==> config.mk <==
export PLATFORM = sky130hd
export DESIGN_NAME = kpra_core
export DESIGN_NICKNAME = d
export VERILOG_FILES = /design/src/hdl/kpra_pkg.sv /design/src/hdl/kpra_core.sv
export SDC_FILE = /design/constraint.sdc
export NUM_CORES = 1
export LEC_CHECK = 0
export ABC_AREA = 1
export BUFFER_PORTS_ARGS = -buffer_cell sky130_fd_sc_hd__buf_2
export CORE_MARGIN = 10
export CORE_UTILIZATION = 42
export CTS_CLUSTER_DIAMETER = 40
export CTS_CLUSTER_SIZE = 40
export DETAILED_ROUTE_END_ITERATION = 6
export GPL_ROUTABILITY_DRIVEN = 0
export PLACE_DENSITY = 0.67
export SETUP_SLACK_MARGIN = 0.4
export SYNTH_ARGS = -nofsm -noshare
export SYNTH_HDL_FRONTEND = slang
export SYNTH_SLANG_ARGS = --single-unit
==> constraint.sdc <==
create_clock -name clock -period 2.8 [get_ports clock]
set_input_delay 0.14 -clock clock [delete_from_list [all_inputs] [get_ports clock]]
set_output_delay 0.14 -clock clock [all_outputs]
set_load 0.01 [all_outputs]
==> src/hdl/kpra_pkg.sv <==
// Package with shared types, codes and constants of the keypad press repeat block.
package kpra_pkg;

   localparam int KEY_BITS   = 6;
   localparam int CODE_W     = 6;
   localparam int TICK_W     = 32;
   localparam int CFG_W      = 16;
   localparam int CSR_IDX_W  = 3;

   typedef logic [KEY_BITS-1:0] key_type;
   typedef logic [CODE_W-1:0]   code_type;
   typedef logic [TICK_W-1:0]   tick_type;
   typedef logic [CFG_W-1:0]    cfg_word_type;

   typedef enum logic [1:0] {
      KIND_NONE  = 2'd0,
      KIND_SHORT = 2'd1,
      KIND_LONG  = 2'd2
   } kind_type;

   typedef enum logic [CSR_IDX_W-1:0] {
      CSR_RELEASE_LOCKOUT = 3'd0,
      CSR_HOLD_BEFORE_REP = 3'd1,
      CSR_REP_START       = 3'd2,
      CSR_REP_FLOOR       = 3'd3,
      CSR_SPEEDUP_PERIOD  = 3'd4,
      CSR_SPEEDUP_AMOUNT  = 3'd5
   } csr_idx_type;

   localparam cfg_word_type RST_RELEASE_LOCKOUT = 16'd200;
   localparam cfg_word_type RST_HOLD_BEFORE_REP = 16'd500;
   localparam cfg_word_type RST_REP_START       = 16'd200;
   localparam cfg_word_type RST_REP_FLOOR       = 16'd50;
   localparam cfg_word_type RST_SPEEDUP_PERIOD  = 16'd500;
   localparam cfg_word_type RST_SPEEDUP_AMOUNT  = 16'd25;

   typedef struct packed {
      cfg_word_type release_lockout;
      cfg_word_type hold_before_repeat;
      cfg_word_type repeat_start_interval;
      cfg_word_type repeat_floor_interval;
      cfg_word_type speedup_period;
      cfg_word_type speedup_amount;
   } cfg_type;

   typedef struct packed {
      code_type key_code;
      kind_type press_kind;
   } result_type;

   // Keeps only the scanned bits that exist, then drops scans with several keys.
   function automatic key_type single_key(input code_type bits);
      key_type c;
      for (int i = 0; i < KEY_BITS; i++) begin
         c[i] = (i < CODE_W) ? bits[i % CODE_W] : 1'b0;
      end
      if ((c & (c - key_type'(1))) != '0) begin
         c = '0;
      end
      return c;
   endfunction

   function automatic code_type key_to_code(input key_type k);
      code_type c;
      for (int i = 0; i < CODE_W; i++) begin
         c[i] = (i < KEY_BITS) ? k[i % KEY_BITS] : 1'b0;
      end
      return c;
   endfunction

endpackage

==> src/hdl/kpra_core.sv <==
// Press detection state and its per-poll decision logic.
module kpra_core import kpra_pkg::*; (
   input  logic       clock,
   input  logic       reset,
   input  logic       step,
   input  tick_type   now_ticks,
   input  code_type   key_bits,
   input  cfg_type    cfg,
   output result_type result
);

   typedef enum logic [1:0] {
      MODE_IDLE    = 2'd0,
      MODE_PRESSED = 2'd1,
      MODE_REPEAT  = 2'd2
   } mode_type;

   mode_type     mode_ff, mode_in;
   key_type      held_code_ff, held_code_in;
   tick_type     press_stamp_ff, press_stamp_in;
   tick_type     repeat_stamp_ff, repeat_stamp_in;
   tick_type     release_stamp_ff, release_stamp_in;
   cfg_word_type repeat_interval_ff, repeat_interval_in;
   logic         lockout_pending_ff, lockout_pending_in;

   key_type  code;
   tick_type dt_press, dt_repeat, dt_release;

   always_comb begin
      code       = single_key(key_bits);
      dt_press   = now_ticks - press_stamp_ff;
      dt_repeat  = now_ticks - repeat_stamp_ff;
      dt_release = now_ticks - release_stamp_ff;

      mode_in            = mode_ff;
      held_code_in       = held_code_ff;
      press_stamp_in     = press_stamp_ff;
      repeat_stamp_in    = repeat_stamp_ff;
      release_stamp_in   = release_stamp_ff;
      repeat_interval_in = repeat_interval_ff;
      lockout_pending_in = lockout_pending_ff;
      result.key_code    = '0;
      result.press_kind  = KIND_NONE;

      unique case (mode_ff)
         MODE_PRESSED: begin
            if (code != held_code_ff) begin
               mode_in            = MODE_IDLE;
               release_stamp_in   = now_ticks;
               lockout_pending_in = 1'b1;
            end else if (dt_press >= tick_type'(cfg.hold_before_repeat)) begin
               press_stamp_in     = now_ticks;
               repeat_stamp_in    = now_ticks;
               repeat_interval_in = cfg.repeat_start_interval;
               mode_in            = MODE_REPEAT;
               result.key_code    = key_to_code(code);
               result.press_kind  = KIND_LONG;
            end
         end
         MODE_REPEAT: begin
            if (code != held_code_ff) begin
               mode_in = MODE_IDLE;
            end else if (dt_repeat >= tick_type'(repeat_interval_ff)) begin
               repeat_stamp_in   = now_ticks;
               result.key_code   = key_to_code(code);
               result.press_kind = KIND_LONG;
            end else if (repeat_interval_ff > cfg.repeat_floor_interval &&
                         dt_press >= tick_type'(cfg.speedup_period)) begin
               repeat_interval_in = (repeat_interval_ff > cfg.speedup_amount) ?
                                    repeat_interval_ff - cfg.speedup_amount : '0;
               press_stamp_in     = now_ticks;
            end
         end
         default: begin
            mode_in = MODE_IDLE;
            if (!(lockout_pending_ff &&
                  dt_release < tick_type'(cfg.release_lockout))) begin
               lockout_pending_in = 1'b0;
               if (code != '0) begin
                  mode_in           = MODE_PRESSED;
                  press_stamp_in    = now_ticks;
                  held_code_in      = code;
                  result.key_code   = key_to_code(code);
                  result.press_kind = KIND_SHORT;
               end
            end
         end
      endcase
   end

   always_ff @(posedge clock) begin
      if (reset) begin
         mode_ff            <= MODE_IDLE;
         held_code_ff       <= '0;
         press_stamp_ff     <= '0;
         repeat_stamp_ff    <= '0;
         release_stamp_ff   <= '0;
         repeat_interval_ff <= '0;
         lockout_pending_ff <= 1'b0;
      end else if (step) begin
         mode_ff            <= mode_in;
         held_code_ff       <= held_code_in;
         press_stamp_ff     <= press_stamp_in;
         repeat_stamp_ff    <= repeat_stamp_in;
         release_stamp_ff   <= release_stamp_in;
         repeat_interval_ff <= repeat_interval_in;
         lockout_pending_ff <= lockout_pending_in;
      end
   end

   a_report_onehot: assert property (@(posedge clock) disable iff (reset)
      step && result.press_kind != KIND_NONE |-> $onehot(result.key_code))
      else $error("Reported press carries a key code that is not one-hot.");

   a_none_no_code: assert property (@(posedge clock) disable iff (reset)
      step && result.press_kind == KIND_NONE |-> result.key_code == '0)
      else $error("A transaction without a press carries a key code.");

   a_short_enters_pressed: assert property (@(posedge clock) disable iff (reset)
      step && result.press_kind == KIND_SHORT |=> mode_ff == MODE_PRESSED)
      else $error("A short press did not move the detector to the pressed state.");

   a_held_key_valid: assert property (@(posedge clock) disable iff (reset)
      mode_ff != MODE_IDLE |-> $onehot(held_code_ff))
      else $error("Detector holds a key without a single valid key code.");

   a_lockout_only_from_pressed: assert property (@(posedge clock) disable iff (reset)
      step && !lockout_pending_ff && lockout_pending_in |-> mode_ff == MODE_PRESSED)
      else $error("Release lockout armed outside the pressed state.");

endmodule

==> metrics.txt, run 1 <==
post-layout min period 3910 ps; Total Routed Length 57,600 um; Primary FF master, synth dfxtp_1; clk buf depth 2; sequential share of the synthesized area 0.157; hold_sp reset; CTS tree yes; Final HPWL DP 43,400 um; via-per-instance ratio 4.99; outcome finished with violations; total CTS buffers 17; YS warnings 0; worst vdd ir 0.262 mV; DRC Markers 1; utilization after layout 0.612; Fin Hold WS 55.2 ps; Hold Crit Class input pin to flop; CP Max Fanout 6; Row Count 70; clock latency at the later pin of the worst-skew pair 430 ps; GRT Total Usage 0.242; Area Growth Syn to Fin 44.7%; Crit Path Category flop to output port; worst slew pin tran 688 ps; asr flop ratio synth 0; Fin. Hold Viols 0; violated checks DRC, setup timing; largest net degree at the start of global routing 64; Layout Nets 3,635; register bit total from synthesis 121; Yosys cell types 43; initial antenna violation count 1; Synth Instances 2,789; Worst EP required 2660 ps; Die Wd 212 um; Critical R2R Launch release_stamp_ff[1]; CP startpoint repeat_stamp_ff[2]; Syn Nets 3,120; die height 212 um; global route overflow 0; skew final 12.0 ps; final worst slack -1110 ps; CP max-delay cell dfxtp_2; P_leak 12.4 nW; vias 18,898; IO buf count 144; Die Area 44,800 um2; Worst Setup Start Kind flop; Place WS -1030 ps; clk sink count 121; drt pass-1 iters 7; H-tree depth 4; fin crit share 1.40; Antenna Violating Nets Remaining 0; final setup fails 97; Worst EP arrival 3770 ps; CP dominant cell by count nand2_2; CP Cell Sequence inv_2 -> ha_4 -> nand2_4 -> nand2_2 -> a21oi_2 -> nand2_2 -> nand2_1 -> nand2_2 -> xor2_2 -> ha_1 -> a21oi_2 -> nor3_2 -> a211oi_2 -> nand4_1 -> nor2_1 -> nand3_1 -> nor2_2 -> inv_2 -> buf_6 -> nand4_1 -> nand3_4 -> nand2_1 -> inv_1 -> buf_2; number of global-route vias before repair 18,053; RSZ-0062 raised after global routing true; Fmax 0.256 GHz; Design Power 0.00833 W; core area 36,400 um2; share of layout cells above drive strength 1 0.278; global-route wire length before repair 88,400 um; Setup crit end kind output port; Cell Area, Synth 15,400 um2; Power Dens Cells 373 nW/um2; DR WL/cell 15.2 um; Iteration-0 DRC Markers 1,568; initial core utilization 0.423; Pins Over Slew Limit 0; Max-cap violations 0; clock root buffer clkbuf_16; CP peak stage delay 330 ps; Mapped Avg Cell Area 5.53 um2; Max transition margin 0.540; number of enable flip-flop cells after synthesis 0; I/O pin count 145; clk slew on worst S/H paths 60 ps
==> registers in the layout, summed over array words and instances, names as in the netlist <==
register / flops
repeat_stamp_ff: 32
release_stamp_ff: 32
mode_ff: 2
held_code_ff: 6
repeat_interval_ff: 16
press_stamp_ff: 32
lockout_pending_ff: 1
==> final cells by class <==
type	instances	area, um2
flip-flops and latches	121	2450
repair inverters	1	16.3
clock inverters	13	168
fillers	3244	14100
repair buffers	540	4220
well taps	468	586
diodes	1	2.50
inverters	633	2400
clock buffers	19	453
multi-input cells	1990	12000
==> cell usage after synthesis (all sizes together) (2+ instances only) <==
cell type | count | area, um2
a211oi | 6 | 45.0
a21o | 4 | 30.0
a21oi | 144 | 721
a22oi | 4 | 30.0
a31oi | 5 | 31.3
and2 | 6 | 37.5
buf | 21 | 134
clkbuf | 25 | 93.8
clkinv | 2 | 7.51
dfxtp | 121 | 2420
fa | 4 | 80.1
ha | 190 | 2380
inv | 631 | 2370
nand2 | 890 | 3350
nand3 | 108 | 546
nand3b | 18 | 135
nand4 | 62 | 388
nor2 | 356 | 1370
nor3 | 15 | 75.1
nor4 | 2 | 12.5
o2111ai | 2 | 17.5
o21ai | 96 | 480
o21bai | 6 | 45.0
or2 | 2 | 12.5
xnor2 | 14 | 123
xor2 | 47 | 412
==> power breakdown <==
group          switching [W]  internal (W)
sequential         0.0000586       0.00180
combinational        0.00227       0.00183
clock               0.000913       0.00145
==> what timing repair did <==
action / CTS / global route
pin swaps: 51 / 91
endpoints found under the hold margin: 1 / 0
endpoints found under the setup margin: 97 / 97
hold buffers: 1 / 0
cloned: 9 / 1
setup buffers: 44 / 14
resized for setup: 222 / 179
==> placed cells by master, fill, tap and decap left out, types with 5 or more instances in the layout <==
master / n
nor3_2: 5
a21oi_2: 22
buf_2: 139
and2_1: 6
a31oi_1: 5
inv_2: 24
inv_1: 604
nand2_4: 19
buf_12: 19
xnor2_1: 14
dfxtp_2: 23
nor2_1: 283
nand3_1: 89
nand3b_1: 18
nand4_1: 62
clkbuf_16: 18
ha_4: 43
nand2_1: 805
nor2_2: 47
o21ai_2: 23
nor2_4: 27
buf_4: 345
ha_1: 146
buf_16: 7
a211oi_2: 5
o21bai_1: 6
nand3_2: 15
xor2_1: 33
nor3_1: 10
xor2_2: 14
a21oi_1: 121
o21ai_0: 61
buf_6: 26
nand2_2: 64
o21ai_1: 11
dfxtp_1: 98
==> through the flow <==
step | TNS (ps) | std cells | area, um2
after floorplan | -10240 | 2789 | 15800
after global placement | -78410 | 3684 | 19500
after detailed placement | -87100 | 3684 | 19500
after CTS | -70680 | 3770 | 21500
after global routing | -103220 | 3785 | 22300
final | -83490 | 3786 | 22300
==> final timing paths <==
path	slack (ps)	depth (start not counted)	endpoint
setup / recovery	-1110	24	result[5]
hold / removal	60	2	held_code_ff[1]
setup reg to reg	-960	29	press_stamp_ff[19]
hold reg to reg	460	2	release_stamp_ff[25]
==> cell families after synthesis <==
| logic type | synth area share |
|---|---|
| AND/OR/NAND/NOR | 0.384 |
| buffers and inverters | 0.169 |
| AO/OA/AOI/OAI | 0.0947 |
| adder cells (fa/ha/maj) | 0.160 |
| flip-flops | 0.157 |
| XOR/XNOR | 0.0347 |
==> critical path, delay by kind of cell (launching register included) <==
kind / cells / cell delay [ps]
buffers and inverters: 5 / 380
AOI/OAI and AO/OA: 3 / 440
DFF: 1 / 330
adders and majority gates: 2 / 580
xor gates and xnor gates: 1 / 190
and+or+nand+nor: 13 / 1390
==> per-layer routing <==
| layer | vias to the layer above | global-route usage | wire length, um |
|---|---|---|---|
| met5 | - | 0 | 0 |
| met4 | 0 | 0.0910 | 2180 |
| met3 | 130 | 0.0399 | 4010 |
| met2 | 682 | 0.414 | 26800 |
| met1 | 8516 | 0.298 | 24600 |
| li1 | 9570 | - | - |
Power figures use the tool's default switching activity.
==> inputs of run 2 (changes only) <==
--- a/config.mk
+++ b/config.mk
@@ -15,6 +15,7 @@
 export GPL_ROUTABILITY_DRIVEN = 0
 export PLACE_DENSITY = 0.67
 export SETUP_SLACK_MARGIN = 0.4
+export SKIP_LAST_GASP = 1
 export SYNTH_ARGS = -nofsm -noshare
 export SYNTH_HDL_FRONTEND = slang
 export SYNTH_SLANG_ARGS = --single-unit
==> run 2 against run 1 <==
Compared with the run above: the run ends with setup timing left; global-route usage is 0.088 points lower; combinational power is essentially flat; sequential power barely moved; critical endpoint is now result[7]; fmax is 3.2% lower; first-iteration DRC count rose by 3.5%; register-to-register slack got worse by 100 ps; highest routed layer unchanged; critical path type unchanged; flip-flop and latch count unchanged; total power about the same; largest power group unchanged; hold slack worse by 5.7 ps; worst setup slack lost 130 ps.
==> metrics.txt, run 2 (synthesis results as in run 1) <==
clk sink count 121 (unchanged); dpl cells 3,684 (unchanged); most frequent cells in the layout nand2_1, inv_1, buf_4; H-tree depth 4 (unchanged); CP Depth 26 (+8.3%); initial core utilization 0.423 (unchanged); Area Growth Syn to Fin 44.9%; worst vdd ir 0.247 mV (-5.8%); CP Max Fanout 6 (unchanged); CP peak stage delay 330 ps (about the same); total CTS buffers 17 (unchanged); non-filler cells, final 3,790 (+0.11%); Antenna Violating Nets Remaining 0 (unchanged); R2R cell count 28 (-3.4%); outcome finished with violations; I/O pin count 145 (unchanged); CP max-delay cell dfxtp_1; vias 18,819 (-0.42%); fin crit share 1.44 (+0.0462); Worst EP required 2660 ps (about the same); clk buf depth 2 (unchanged); CTS tree yes; Worst EP arrival 3900 ps (+130 ps); clk slew on worst S/H paths 60 ps (about the same); final worst slack -1240 ps (-129 ps); Crit Reg-Reg Endpoint press_stamp_ff[8]; Max transition margin 0.502 (-0.0378); Die Area 44,800 um2 (unchanged); Critical R2R Launch repeat_stamp_ff[12]; DRC Markers 0 (-1); skew final 11.3 ps (-0.713 ps); clock latency at the later pin of the worst-skew pair 430 ps (about the same); die height 212 um (unchanged); hold_sp reset; CP dominant cell by count inv_1; Worst Setup EP result[7]; via-per-instance ratio 4.97 (-0.52%); DR WL/cell 15.1 um (-0.49%); Hold Crit Class input pin to flop; Final HPWL DP 43,400 um (unchanged); Pins Over Slew Limit 0 (unchanged); GRT Total Usage 0.241 (-0.000883); violated checks setup timing; Fmax 0.248 GHz (-3.2%); initial antenna violation count 0 (-1); RSZ-0062 raised after global routing true; core area 36,400 um2 (unchanged); largest net degree at the start of global routing 64 (unchanged); drt pass-1 iters 6 (-1); Worst Setup Start Kind flop; Total Routed Length 57,300 um (-0.39%); IO buf count 144 (unchanged); R2R Setup Slk -1060 ps (-100 ps); Setup crit end kind output port; Iteration-0 DRC Markers 1,623 (+3.5%); commonest non-fill, non-tap cell in the layout nand2_1; total negative setup slack -91,750 ps (-8260 ps); Power Dens Cells 373 nW/um2 (about the same); post-layout min period 4040 ps (+129 ps); WP buf/inv 9 (+4); Die Wd 212 um (unchanged); clock root buffer clkbuf_16; Top Registers press_stamp_ff x32, release_stamp_ff x32, repeat_stamp_ff x32; global route overflow 0 (unchanged); Crit Path Category flop to output port; Row Count 70 (unchanged); Max-cap violations 0 (unchanged); final setup fails 97 (unchanged); CP startpoint repeat_stamp_ff[12]; Crit path max-delay family simple AND/OR/NAND/NOR gates; Layout Nets 3,638 (+0.083%); share of layout cells above drive strength 1 0.282 (+0.00397); Design Power 0.00833 W (about the same); Fin. Hold Viols 0 (unchanged); P_leak 12.4 nW (+0.24%); worst slew pin tran 744 ps (+56.5 ps); number of global-route vias before repair 17,996 (-0.32%); global-route wire length before repair 88,200 um (-0.24%)
[run 2: changes by cell type in the layout (fill, tap and decap cells not counted), sizes merged]
cell,delta
diode,+1
buf,+2
clkbuf,+1
[run 2: layout make-up]
| type | count | area [um2] |
|---|---|---|
| repair inverters | 1 | 20.0 |
| clock inverters | 13 | 168 |
| multi-input cells | 1990 | 12000 |
| flip-flops and latches | 121 | 2450 |
| repair buffers | 543 | 4210 |
| clock buffers | 19 | 453 |
| inverters | 633 | 2400 |
| fillers | 3247 | 14100 |
| diodes | 2 | 5.00 |
| well taps | 468 | 586 |
[run 2: how the worst min path moves through the flow]
stage | to | depth (start not counted) | slack [ps]
5_1_grt | held_code_ff[1] | 2 | 70
3_5_place_dp | release_stamp_ff[25] | 2 | 450
3_3_place_gp | release_stamp_ff[27] | 2 | 440
4_1_cts | held_code_ff[3] | 2 | 40
6_report | held_code_ff[1] | 2 | 50
2_1_floorplan | release_stamp_ff[31] | 2 | 290
[run 2: report_power, final]
group          switching [W]  internal (W)
logic                0.00228       0.00184
registers          0.0000589       0.00180
clock network       0.000897       0.00145
total                0.00323       0.00510
[run 2: metrics by stage]
stage               setup slack (ps)  utilization  hold WS [ps]  instance area (um2)
floorplan                       -160            -           288                15800
global placement                -896        0.535           444                19500
detailed placement             -1030        0.535           452                19500
CTS                            -1110        0.588          39.5                21400
global route                   -1390        0.613          69.9                22300
finish                         -1240        0.613          49.5                22300
[run 2: what timing repair did]
item / in CTS / in global routing
setup buffers: 44 / 17
endpoints found under the hold margin: 1 / 0
resized for setup: 191 / 215
pin swaps: 51 / 117
cloned: 9 / 1
hold buffers: 1 / 0
setup endpoints to repair: 97 / 97
[run 2: metal layers]
metal	global-route usage	up-vias	routed length, um
met1	0.302	8433	24500
met4	0.0908	0	2290
met3	0.0339	138	3990
met5	0	-	0
li1	-	9574	-
met2	0.411	674	26600
